File: src/rtl/sha_pkg.sv
package sha_pkg;

  localparam int unsigned WordW = 32;

  // round constants
  localparam logic [31:0] RoundK [64] = '{
    32'h428a2f98, 32'h71374491, 32'hb5c0fbcf, 32'he9b5dba5, 32'h3956c25b, 32'h59f111f1,
    32'h923f82a4, 32'hab1c5ed5, 32'hd807aa98, 32'h12835b01, 32'h243185be, 32'h550c7dc3,
    32'h72be5d74, 32'h80deb1fe, 32'h9bdc06a7, 32'hc19bf174, 32'he49b69c1, 32'hefbe4786,
    32'h0fc19dc6, 32'h240ca1cc, 32'h2de92c6f, 32'h4a7484aa, 32'h5cb0a9dc, 32'h76f988da,
    32'h983e5152, 32'ha831c66d, 32'hb00327c8, 32'hbf597fc7, 32'hc6e00bf3, 32'hd5a79147,
    32'h06ca6351, 32'h14292967, 32'h27b70a85, 32'h2e1b2138, 32'h4d2c6dfc, 32'h53380d13,
    32'h650a7354, 32'h766a0abb, 32'h81c2c92e, 32'h92722c85, 32'ha2bfe8a1, 32'ha81a664b,
    32'hc24b8b70, 32'hc76c51a3, 32'hd192e819, 32'hd6990624, 32'hf40e3585, 32'h106aa070,
    32'h19a4c116, 32'h1e376c08, 32'h2748774c, 32'h34b0bcb5, 32'h391c0cb3, 32'h4ed8aa4a,
    32'h5b9cca4f, 32'h682e6ff3, 32'h748f82ee, 32'h78a5636f, 32'h84c87814, 32'h8cc70208,
    32'h90befffa, 32'ha4506ceb, 32'hbef9a3f7, 32'hc67178f2};

  // initial hash value
  localparam logic [31:0] StartH [8] = '{
    32'h6a09e667, 32'hbb67ae85, 32'h3c6ef372, 32'ha54ff53a,
    32'h510e527f, 32'h9b05688c, 32'h1f83d9ab, 32'h5be0cd19};

  localparam logic [7:0] PadByte = 8'h80;
  localparam logic [5:0] LenPos = 6'd56;

  // commands from controller to datapath
  typedef struct packed {
    logic take_byte;    // write input byte at fill position
    logic pad_start;    // write 0x80 at fill position, set pad write pointer just past it
    logic pad_zero;     // write zero at pad pointer, advance
    logic pad_len;      // write length byte at pad pointer, advance
    logic comp_start;   // load working regs and clear round index
    logic comp_round;   // one round
    logic comp_fold;    // add working regs into hash
    logic reset_msg;    // restore initial state
    logic out_shift;    // move to next digest word
  } sha_cmd_t;

  // status from datapath to controller
  typedef struct packed {
    logic       fill_full;  // fill count at the last byte position
    logic       spill;      // no room for the length after the 0x80 marker
    logic [5:0] pad_ptr;
    logic [5:0] round_idx;
  } sha_stat_t;

  function automatic logic [31:0] rotr(input logic [31:0] v, input int unsigned n);
    rotr = (v >> n) | (v << (32 - n));
  endfunction

endpackage

File: src/rtl/sha_ctrl.sv
module sha_ctrl
  import sha_pkg::*;
(
  input  logic      clk_i,
  input  logic      rst_ni,
  input  logic      in_valid_i,
  input  logic      in_present_i,
  input  logic      in_end_i,
  output logic      in_ready_o,
  input  logic      out_ready_i,
  output logic      out_valid_o,
  output logic [2:0] out_index_o,
  output sha_cmd_t  cmd_o,
  input  sha_stat_t stat_i
);

  localparam logic [2:0] StIdle  = 3'd0;
  localparam logic [2:0] StComp  = 3'd1;
  localparam logic [2:0] StPad   = 3'd2;
  localparam logic [2:0] StOut   = 3'd3;
  localparam logic [2:0] StFold  = 3'd4;
  localparam logic [2:0] StBeg   = 3'd5;

  logic [2:0] state_q, state_d;
  logic       fin_q, fin_d;     // compression belongs to padding phase
  logic       end_q, end_d;     // end of message pending after compression
  logic       last_q, last_d;   // final padding block
  logic       spill_q, spill_d; // padding block without room for the length
  logic [2:0] idx_q, idx_d;

  assign in_ready_o  = (state_q == StIdle);
  assign out_valid_o = (state_q == StOut);
  assign out_index_o = idx_q;

  // next state and command decode
  always_comb begin
    state_d = state_q;
    fin_d   = fin_q;
    end_d   = end_q;
    last_d  = last_q;
    spill_d = spill_q;
    idx_d   = idx_q;
    cmd_o   = '0;
    case (state_q)
      StIdle: begin
        if (in_valid_i) begin
          cmd_o.take_byte = in_present_i;
          end_d = in_end_i;
          fin_d = 1'b0;
          if (in_present_i && stat_i.fill_full) begin
            state_d = StBeg;
          end else if (in_end_i) begin
            state_d = StBeg;
            fin_d   = 1'b1;
          end
        end
      end
      StBeg: begin
        if (fin_q && end_q) begin
          cmd_o.pad_start = 1'b1;
          end_d   = 1'b0;
          spill_d = stat_i.spill;
          // marker in the last byte completes the block at once
          if (stat_i.fill_full) begin
            state_d = StBeg;
          end else begin
            state_d = StPad;
          end
        end else begin
          cmd_o.comp_start = 1'b1;
          state_d = StComp;
        end
      end
      StPad: begin
        // length bytes only in the final block
        if (stat_i.pad_ptr >= LenPos && !spill_q) begin
          cmd_o.pad_len = 1'b1;
        end else begin
          cmd_o.pad_zero = 1'b1;
        end
        if (stat_i.pad_ptr == 6'd63) begin
          last_d  = !spill_q;
          state_d = StBeg;
        end
      end
      StComp: begin
        cmd_o.comp_round = 1'b1;
        if (stat_i.round_idx == 6'd63) begin
          state_d = StFold;
        end
      end
      StFold: begin
        cmd_o.comp_fold = 1'b1;
        if (!fin_q && end_q) begin
          fin_d   = 1'b1;
          state_d = StBeg;
        end else if (!fin_q) begin
          state_d = StIdle;
        end else if (last_q) begin
          idx_d   = 3'd0;
          state_d = StOut;
        end else begin
          // spill block done, pad the length block
          spill_d = 1'b0;
          state_d = StPad;
        end
      end
      StOut: begin
        if (out_ready_i) begin
          cmd_o.out_shift = 1'b1;
          idx_d = idx_q + 3'd1;
          if (idx_q == 3'd7) begin
            cmd_o.reset_msg = 1'b1;
            last_d  = 1'b0;
            fin_d   = 1'b0;
            spill_d = 1'b0;
            state_d = StIdle;
          end
        end
      end
      default: state_d = StIdle;
    endcase
  end

  // state registers
  always_ff @(posedge clk_i or negedge rst_ni) begin
    if (!rst_ni) begin
      state_q <= StIdle;
      fin_q   <= 1'b0;
      end_q   <= 1'b0;
      last_q  <= 1'b0;
      spill_q <= 1'b0;
      idx_q   <= 3'd0;
    end else begin
      state_q <= state_d;
      fin_q   <= fin_d;
      end_q   <= end_d;
      last_q  <= last_d;
      spill_q <= spill_d;
      idx_q   <= idx_d;
    end
  end

  assert property (@(posedge clk_i) disable iff (!rst_ni)
    out_valid_o |-> !in_ready_o) else $error("output while accepting input");
  assert property (@(posedge clk_i) disable iff (!rst_ni)
    (out_valid_o && out_ready_i && idx_q == 3'd7) |=> in_ready_o)
    else $error("no return to idle after digest");
  assert property (@(posedge clk_i) disable iff (!rst_ni)
    $onehot0({cmd_o.comp_round, cmd_o.take_byte, cmd_o.pad_zero, cmd_o.pad_len}))
    else $error("conflicting datapath commands");

endmodule

File: src/rtl/sha_dp.sv
module sha_dp
  import sha_pkg::*;
(
  input  logic        clk_i,
  input  logic        rst_ni,
  input  logic [7:0]  data_byte_i,
  input  sha_cmd_t    cmd_i,
  input  logic [2:0]  out_index_i,
  output logic [31:0] digest_word_o,
  output sha_stat_t   stat_o
);

  logic [5:0]  fill_q;
  logic [63:0] bits_q;
  logic [5:0]  pad_q;
  logic [5:0]  rnd_q;
  logic [31:0] h_q [8];
  logic [31:0] r_q [8];
  logic [31:0] w_q [16];
  logic [63:0] total;
  logic [31:0] t1, t2, s0, s1, wnew, wcur;
  logic [7:0]  len_byte;

  // length bytes sit at 56..63, most significant first
  assign total = bits_q + {55'd0, fill_q, 3'd0};
  assign len_byte = total[{~pad_q[2:0], 3'b000} +: 8];
  assign stat_o.fill_full = (fill_q == 6'd63);
  assign stat_o.spill     = (fill_q >= LenPos);
  assign stat_o.pad_ptr   = pad_q;
  assign stat_o.round_idx = rnd_q;
  assign digest_word_o    = h_q[out_index_i];

  // round function and schedule extension
  assign wcur = w_q[0];
  assign s0 = rotr(w_q[1], 7) ^ rotr(w_q[1], 18) ^ (w_q[1] >> 3);
  assign s1 = rotr(w_q[14], 17) ^ rotr(w_q[14], 19) ^ (w_q[14] >> 10);
  assign wnew = w_q[0] + s0 + w_q[9] + s1;
  assign t1 = r_q[7] + (rotr(r_q[4], 6) ^ rotr(r_q[4], 11) ^ rotr(r_q[4], 25)) +
              ((r_q[4] & r_q[5]) ^ (~r_q[4] & r_q[6])) + RoundK[rnd_q] + wcur;
  assign t2 = (rotr(r_q[0], 2) ^ rotr(r_q[0], 13) ^ rotr(r_q[0], 22)) +
              ((r_q[0] & r_q[1]) ^ (r_q[0] & r_q[2]) ^ (r_q[1] & r_q[2]));

  // block bytes, padding included, held big-endian in the schedule words
  always_ff @(posedge clk_i) begin
    if (cmd_i.take_byte) w_q[fill_q[5:2]][{~fill_q[1:0], 3'b000} +: 8] <= data_byte_i;
    if (cmd_i.pad_start) w_q[fill_q[5:2]][{~fill_q[1:0], 3'b000} +: 8] <= PadByte;
    if (cmd_i.pad_zero)  w_q[pad_q[5:2]][{~pad_q[1:0], 3'b000} +: 8]   <= 8'd0;
    if (cmd_i.pad_len)   w_q[pad_q[5:2]][{~pad_q[1:0], 3'b000} +: 8]   <= len_byte;
    if (cmd_i.comp_start) begin
      for (int i = 0; i < 8; i++) r_q[i] <= h_q[i];
    end
    if (cmd_i.comp_round) begin
      for (int i = 0; i < 15; i++) w_q[i] <= w_q[i+1];
      w_q[15] <= wnew;
      r_q[7] <= r_q[6]; r_q[6] <= r_q[5]; r_q[5] <= r_q[4]; r_q[4] <= r_q[3] + t1;
      r_q[3] <= r_q[2]; r_q[2] <= r_q[1]; r_q[1] <= r_q[0]; r_q[0] <= t1 + t2;
    end
  end

  // counters and hash state
  always_ff @(posedge clk_i or negedge rst_ni) begin
    if (!rst_ni) begin
      fill_q <= '0;
      bits_q <= '0;
      pad_q  <= '0;
      rnd_q  <= '0;
      for (int i = 0; i < 8; i++) h_q[i] <= StartH[i];
    end else begin
      if (cmd_i.take_byte) begin
        fill_q <= fill_q + 6'd1;
        if (fill_q == 6'd63) bits_q <= bits_q + 64'd512;
      end
      if (cmd_i.pad_start) pad_q <= fill_q + 6'd1;
      if (cmd_i.pad_zero || cmd_i.pad_len) pad_q <= pad_q + 6'd1;
      if (cmd_i.comp_start) rnd_q <= '0;
      if (cmd_i.comp_round) rnd_q <= rnd_q + 6'd1;
      if (cmd_i.comp_fold) begin
        for (int i = 0; i < 8; i++) h_q[i] <= h_q[i] + r_q[i];
      end
      if (cmd_i.reset_msg) begin
        fill_q <= '0;
        bits_q <= '0;
        pad_q  <= '0;
        for (int i = 0; i < 8; i++) h_q[i] <= StartH[i];
      end
    end
  end

  assert property (@(posedge clk_i) disable iff (!rst_ni)
    cmd_i.comp_round |-> !cmd_i.take_byte) else $error("byte written during rounds");
  assert property (@(posedge clk_i) disable iff (!rst_ni)
    cmd_i.reset_msg |=> (fill_q == 6'd0 && bits_q == 64'd0))
    else $error("message state not cleared");
  assert property (@(posedge clk_i) disable iff (!rst_ni)
    (cmd_i.comp_round && rnd_q == 6'd63) |=> cmd_i.comp_fold)
    else $error("fold missing after last round");

endmodule

File: src/rtl/sha256_byte_stream_hasher.sv
// channel | dir | tdata (low bit first)                        | tuser
// s_axis  | in  | data_byte[7:0]                               | byte_present
//         |     |                                              | tlast = end_of_message
// m_axis  | out | digest_word[31:0]                            | word_index[2:0]
//         |     |                                              | tlast = last_word
// bytes are taken only while idle; a byte that fills the block starts a
// compression (64 rounds of the single round unit plus load and fold)
// an end item pads byte-wise and compresses once or twice, then offers
// eight digest words; each waits on m_axis_tready
// asynchronous active-low reset restores the initial hash value
module sha256_byte_stream_hasher
  import sha_pkg::*;
(
  input  logic        clk_i,
  input  logic        rst_ni,
  input  logic        s_axis_tvalid,
  output logic        s_axis_tready,
  input  logic [7:0]  s_axis_tdata,   // data_byte
  input  logic        s_axis_tuser,   // byte_present
  input  logic        s_axis_tlast,
  output logic        m_axis_tvalid,
  input  logic        m_axis_tready,
  output logic [31:0] m_axis_tdata,   // digest_word
  output logic [2:0]  m_axis_tuser,   // word_index
  output logic        m_axis_tlast
);

  sha_cmd_t  cmd;
  sha_stat_t stat;
  logic [2:0] idx;

  sha_ctrl u_ctrl (
    .clk_i, .rst_ni,
    .in_valid_i(s_axis_tvalid), .in_present_i(s_axis_tuser),
    .in_end_i(s_axis_tlast), .in_ready_o(s_axis_tready),
    .out_ready_i(m_axis_tready), .out_valid_o(m_axis_tvalid),
    .out_index_o(idx), .cmd_o(cmd), .stat_i(stat)
  );

  sha_dp u_dp (
    .clk_i, .rst_ni,
    .data_byte_i(s_axis_tdata), .cmd_i(cmd), .out_index_i(idx),
    .digest_word_o(m_axis_tdata), .stat_o(stat)
  );

  assign m_axis_tuser = idx;
  assign m_axis_tlast = (idx == 3'd7);

endmodule
File: config.mk
export PLATFORM = sky130hd
export DESIGN_NAME = sha256_byte_stream_hasher
export DESIGN_NICKNAME = d
export VERILOG_FILES = /design/src/rtl/sha_pkg.sv /design/src/rtl/sha_ctrl.sv /design/src/rtl/sha_dp.sv /design/src/rtl/sha256_byte_stream_hasher.sv
export SDC_FILE = /design/constraint.sdc
export NUM_CORES = 2
export LEC_CHECK = 0
export BUFFER_PORTS_ARGS = -buffer_cell sky130_fd_sc_hd__buf_4
export CAP_MARGIN = 20
export CORE_MARGIN = 10
export CORE_UTILIZATION = 60
export DETAILED_ROUTE_END_ITERATION = 7
export GPL_TIMING_DRIVEN = 0
export PLACE_DENSITY = 0.81
export SYNTH_ARGS = -nofsm -noshare
export SYNTH_HDL_FRONTEND = slang
export SYNTH_SLANG_ARGS = --single-unit
export TNS_END_PERCENT = 5
File: constraint.sdc
create_clock -name clk_i -period 9.6 [get_ports clk_i]
set_input_delay 1.92 -clock clk_i [delete_from_list [all_inputs] [get_ports clk_i]]
set_output_delay 1.92 -clock clk_i [all_outputs]
set_load 0.02 [all_outputs]
# Yosys cells after proc, flatten, opt, wreduce, memory -nomap -nowiden
# Memory sizes are Yosys's and may differ from the RTL's.
# Index checks and enable logic that the tools add are counted.
# word_totals
ff_bits	348
ram_bits	768
romBits	2048
elab_cells	366
memories	3
# mem_list
name	words	word_bits	read_ports	rd_clocked_by_memory_dff	wr	line_no	source
(no name shown)	64	32	1	0	0	sha_dp.sv:39	((r_q[4] & r_q[5]) ^ (~r_q[4] & r_q[6])) + RoundK[rnd_q] + wcur;
u_dp.w_q	16	32	16	0	16	sha_dp.sv:19	logic [31:0] w_q [16];
u_dp.r_q	8	32	8	0	8	sha_dp.sv:18	logic [31:0] r_q [8];
# op_classes
add_sub_neg	26
magnitude_cmp	4
n_eq_ne	21
shift	7
mux	156
bitwise_logic	104
n_reduce_logical	27
# op_table
cell	count
$mux 32	20
$add 32x32->32	18
$mux 256	2
$xor 32x32->32	9
$mux 64	3
$and 32x32->32	5
$mux 1	97
$bmux 32 s3	1
$or 1x1->1	72
$add 64x10->64 const B	1
$add 64x9->64	1
$reduce_or 32->1	2
$shift 8x7->32 const A	2
$shiftx 64x7->8	1
$shiftx 8x7->32	2
$shiftx 8x7->32 const A	2
$mux 3	14
$mux 6	7
$not 32->32	1
$or 10x32->32	1
$or 13x32->32	1
$or 14x32->32	1
$or 15x32->32	1
$or 19x32->32	1
42 further kinds	80

# Longest topological paths before layout
# logic_depth
word_depth	10
depth_mapped	43
mapped_depth_nobuf	41

# Modules after synthesis
# A second synthesis with hierarchy kept.
# hier_totals
cells_unflattened	8675
area_unflattened_um2	82731.8
# by_module_without_submodules
module	n_inst	cells_each	area_each_um2
sha_dp	1	8577	81921.1
sha_ctrl	1	97	804.5
sha256_byte_stream_hasher	1	1	6.3

# Worst setup path after synthesis
# OpenSTA, ideal clock, no wires.
# synth_path
path_type	reg-to-reg
startpoint	register u_dp.rnd_q[2]
endpoint	memory u_dp.r_q[0][30] (data pin)
t_arrival_ns	8.422
required_time_ns	9.333
setup_slack_ns	0.911
path_stages_with_launch	41
n_path_buf	2
period_less_slack_ns	8.689
cell_sequence	dfrtp_1 -> clkinv_1 -> clkbuf_1 -> clkbuf_1 -> ha_1 -> a21o_1 -> a31oi_1 -> o21ai_0 -> o31ai_1 -> fa_1 -> inv_1 -> fa_1 -> inv_1 -> fa_1 -> inv_1 -> ha_1 -> a21o_1 -> a21oi_1 -> [... 5 more ...] -> a21o_1 -> a21o_1 -> a21o_1 -> a21oi_1 -> xnor2_1 -> fa_1 -> ha_1 -> a21o_1 -> a21o_1 -> a21o_1 -> a21oi_1 -> o211a_1 -> o31ai_1 -> a21oi_1 -> nor2b_1 -> o41ai_1 -> xor2_1 -> o21ai_0
# synth_rtl
element	line_no	source
start, declared	sha_dp.sv:16	logic [5:0] rnd_q;
start signal, assigned	sha_dp.sv:76	if (cmd_i.comp_round) rnd_q <= rnd_q + 6'd1;
end, declared	sha_dp.sv:18	

==> flow_summary.rst <==
.. list-table::
   :header-rows: 1

   * - Metric
     - Value
   * - Library cell with the largest summed area after synthesis
     - edfxtp_1
   * - Placeable Area
     - 0.1236 mm2
   * - Clock insertion delay at the later pin of the skew report
     - 0.82 ns
   * - Dominant cell by count in the synthesized netlist
     - nand2_1
   * - CTS tree
     - done
   * - Leading cell types by count after synthesis
     - nand2_1 (967), edfxtp_1 (768), a21o_1 (686), o21ai_0 (521), a21oi_1 (458)
   * - Die X-Extent
     - 372.6 um
   * - Maximum clock skew at final layout
     - 0.08817 ns
   * - Element type at the critical path start
     - register
   * - Kind of capture point of the worst setup path
     - register
   * - Summed instance area of the synthesized netlist
     - 0.07458 mm2
   * - Proportion of layout cells with a drive suffix above 1
     - 0.1117
   * - Number of port buffers
     - 51
   * - Remaining number of nets flagged by the antenna check after routing
     - 0
   * - Hold/Removal Path Class
     - reg2reg
   * - Avg Vias per Cell
     - 6.866
   * - Critical path's largest stage delay
     - 0.71 ns
   * - Number of antenna violations at the first check in global routing
     - 16
   * - Routed wire length
     - 299,300 um
   * - Unique cell type count in the Yosys netlist
     - 86
   * - Share of the yosys chip area belonging to registers
     - 0.4252
   * - Endpoint required time on the critical path
     - 10.08 ns
   * - Maximum achievable frequency
     - 104.7 MHz
   * - Vias in the first global route
     - 61,060
   * - Synthesis Warnings
     - 0
   * - Syn nets
     - 7,997
   * - Worst Hold Slack
     - 0.5014 ns
   * - Gate count of the mapped netlist
     - 7,381
   * - Global-route wire length before repair
     - 424,100 um
   * - Async set-reset flop share out of synthesis
     - 0.3062
   * - Final Max Slew Viols
     - 0
   * - Initial standard-cell utilization of the core
     - 0.6033
   * - Final net count
     - 8,326
   * - Clock slew seen by the registers of the worst setup and hold paths
     - 0.06 ns
   * - DP HPWL
     - 228,700 um
   * - Final critical delay including setup and external delays
     - 9.547 ns
   * - Detailed-router iteration count before antenna repair
     - 7
   * - Via Count
     - 64,970
   * - Synth top area cells
     - edfxtp_1 (31%), a21o_1 (6.9%), ha_1 (6.8%)
   * - Number of sinks driven by the clock tree
     - 1,107
   * - Flop and latch count out of synthesis
     - 1,107
   * - Area share of the largest cell type after synthesis
     - 0.3092
   * - Routed len/inst
     - 31.63 um
   * - CP Class
     - reg2reg
   * - Worst-Margin Slew
     - 1.356 ns
   * - Pin count of the biggest net entering global routing
     - 102
   * - Final hold viol count
     - 0
   * - Routability Congestion
     - 1.049
   * - Count of boundary I/O pins
     - 52
   * - Area growth syn-to-layout
     - 12.29%
   * - Run status
     - complete, no violations
   * - Data arrival time of the worst path
     - 10.03 ns
   * - DRC errors left
     - 0
   * - Total overflow reported by the global router
     - 0
   * - Share of the clock period used by the worst path after layout
     - 0.9945
   * - Top_reg_cell synth
     - edfxtp_1
   * - Die Area
     - 0.1388 mm2
   * - Height of the die
     - 372.6 um
   * - GRT Total Usage
     - 0.4212
   * - Setup repair after global routing missed its margin
     - yes
   * - Count of standard-cell rows
     - 129
   * - Maximum clock insertion buffer count
     - 3
   * - 1st-iter DRT viols
     - 10,070
   * - Critical Path Fanout Max
     - 9
   * - Number of enable-type register cells in the synthesized netlist
     - 768
   * - H-tree lvl count
     - 3
   * - Number of buffers inserted by hold repair at cts
     - 0
   * - Worst slew margin
     - 0.09576
   * - Highest-delay cell along the critical path
     - xor2_1
   * - Number of buffers inserted during clock tree synthesis
     - 119
   * - Clk Tree Root Cell
     - clkbuf_16
   * - Utilization after layout
     - 0.6774
   * - Max-capacitance violation count
     - 0
   * - Number of failing setup endpoints in the final timing report
     - 0
   * - Average size of a mapped cell
     - 10.10 um2
## placed cells by master (no fill, tap or decap), types with 35 or more instances in the layout
| master | n |
|---|---|
| nand2_1 | 960 |
| edfxtp_1 | 768 |
| a21o_1 | 685 |
| o21ai_0 | 502 |
| a21oi_1 | 445 |
| ha_1 | 392 |
| xnor2_1 | 381 |
| nor2_1 | 378 |
| clkbuf_1 | 346 |
| inv_1 | 308 |
| xor2_1 | 225 |
| dfrtp_1 | 199 |
| fa_1 | 193 |
| nand3_1 | 155 |
| dfstp_2 | 136 |
| clkbuf_16 | 121 |
| buf_4 | 105 |
| nor3_1 | 102 |
| mux4_2 | 82 |
| nand2b_1 | 80 |
| buf_2 | 55 |
| and3_1 | 55 |
| o21a_1 | 55 |
| a31oi_1 | 54 |
| mux2i_1 | 43 |
| mux2_2 | 42 |
| o21bai_1 | 42 |
| a211oi_1 | 40 |
| nor2b_1 | 39 |
| nand4_1 | 39 |
| buf_8 | 38 |
| a22oi_1 | 35 |
## logic make-up (layout without fill, tap and decap cells)
logic type,count (synthesis),in the layout,share of synthesized area
AND/OR/NAND/NOR,1965,1965,0.1162
XOR/XNOR,617,617,0.07245
buffers and inverters,727,1162,0.03665
adder cells (fa/ha/maj),628,628,0.1241
multiplexers,167,167,0.03687
flip-flops,1107,1107,0.4252
AO/OA/AOI/OAI,2170,2170,0.1885
other,0,10,0
## cell type report
type	instances	area, um2
clock inverter	76	974.7
fill	9456	39880
tap	1637	2048
buffer	405	1689
timing repair buffer	216	2049
multi-input combinational	5547	40820
inverter	314	1204
antenna	10	25.02
clock buffer	151	3221
sequential	1107	31720
## registers in the layout, summed over array words and instances, names as in the netlist, 6 cells and up
| name | flops |
|---|---|
| u_dp.rnd_q | 6 |
| u_dp.h_q | 256 |
| u_dp.fill_q | 6 |
| u_dp.bits_q | 55 |
| u_dp.w_q | 512 |
| u_dp.r_q | 256 |
| u_dp.pad_q | 6 |
## per-stage QoR
step	area, um2	setup slack [ns]	std cells	TNS [ns]
2_1_floorplan	74580	0.9111	7381	0
3_3_place_gp	77020	-3.305	9069	-907.41
3_5_place_dp	77920	-2.653	9149	-56.77
4_1_cts	82700	0.005956	9383	0
5_1_grt	83740	-0.1076	9457	-0.1618
6_report	83750	0.05318	9463	0
## worst paths after layout
path / startpoint / to / slack, ns / cells after the start
hold / removal: u_dp.h_q[63]$_DFFE_PN0P_ / u_dp.h_q[63]$_DFFE_PN0P_ / 0.50 / 1
max in group asynchronous: rst_ni / u_dp.h_q[12]$_DFFE_PN0P_ / 7.42 / 2
hold reg to reg: u_dp.h_q[63]$_DFFE_PN0P_ / u_dp.h_q[63]$_DFFE_PN0P_ / 0.50 / 1
setup reg to reg: u_dp.rnd_q[0]$_DFFE_PN0P_ / u_dp.r_q[0][31]$_DFFE_PP_ / 0.05 / 37
min in group asynchronous: rst_ni / u_dp.bits_q[51]$_DFFE_PN0P_ / 1.04 / 1
setup / recovery: u_dp.rnd_q[0]$_DFFE_PN0P_ / u_dp.r_q[0][31]$_DFFE_PP_ / 0.05 / 37
## critical path, delay by kind of cell (launching register included)
kind / cells / cell delay (ns)
XOR/XNOR: 3 / 1.05
AO/OA/AOI/OAI: 15 / 3.08
buffers and inverters: 8 / 0.86
AND/OR/NAND/NOR: 4 / 0.71
flip-flops: 1 / 0.45
adder cells (fa/ha/maj): 7 / 3.05
## routing by layer
| metal | up-vias | GRT usage | wire, um |
|---|---|---|---|
| li1 | 27160 | - | - |
| met1 | 31590 | 0.5411 | 108600 |
| met2 | 5124 | 0.5955 | 123900 |
| met3 | 1085 | 0.1512 | 42770 |
| met4 | 14 | 0.2788 | 23920 |
| met5 | - | 0.002447 | 115 |
## what timing repair did
item,4_1_cts,5_1_grt
resized for setup,134,127
buffers inserted,15,38
pin swaps,10,38
gates cloned,0,0
endpoints found under the setup margin,46,15
Power is left out: the tool's default activity adds up to more than one toggle a clock period on the data nets, which glitch-free logic cannot reach.
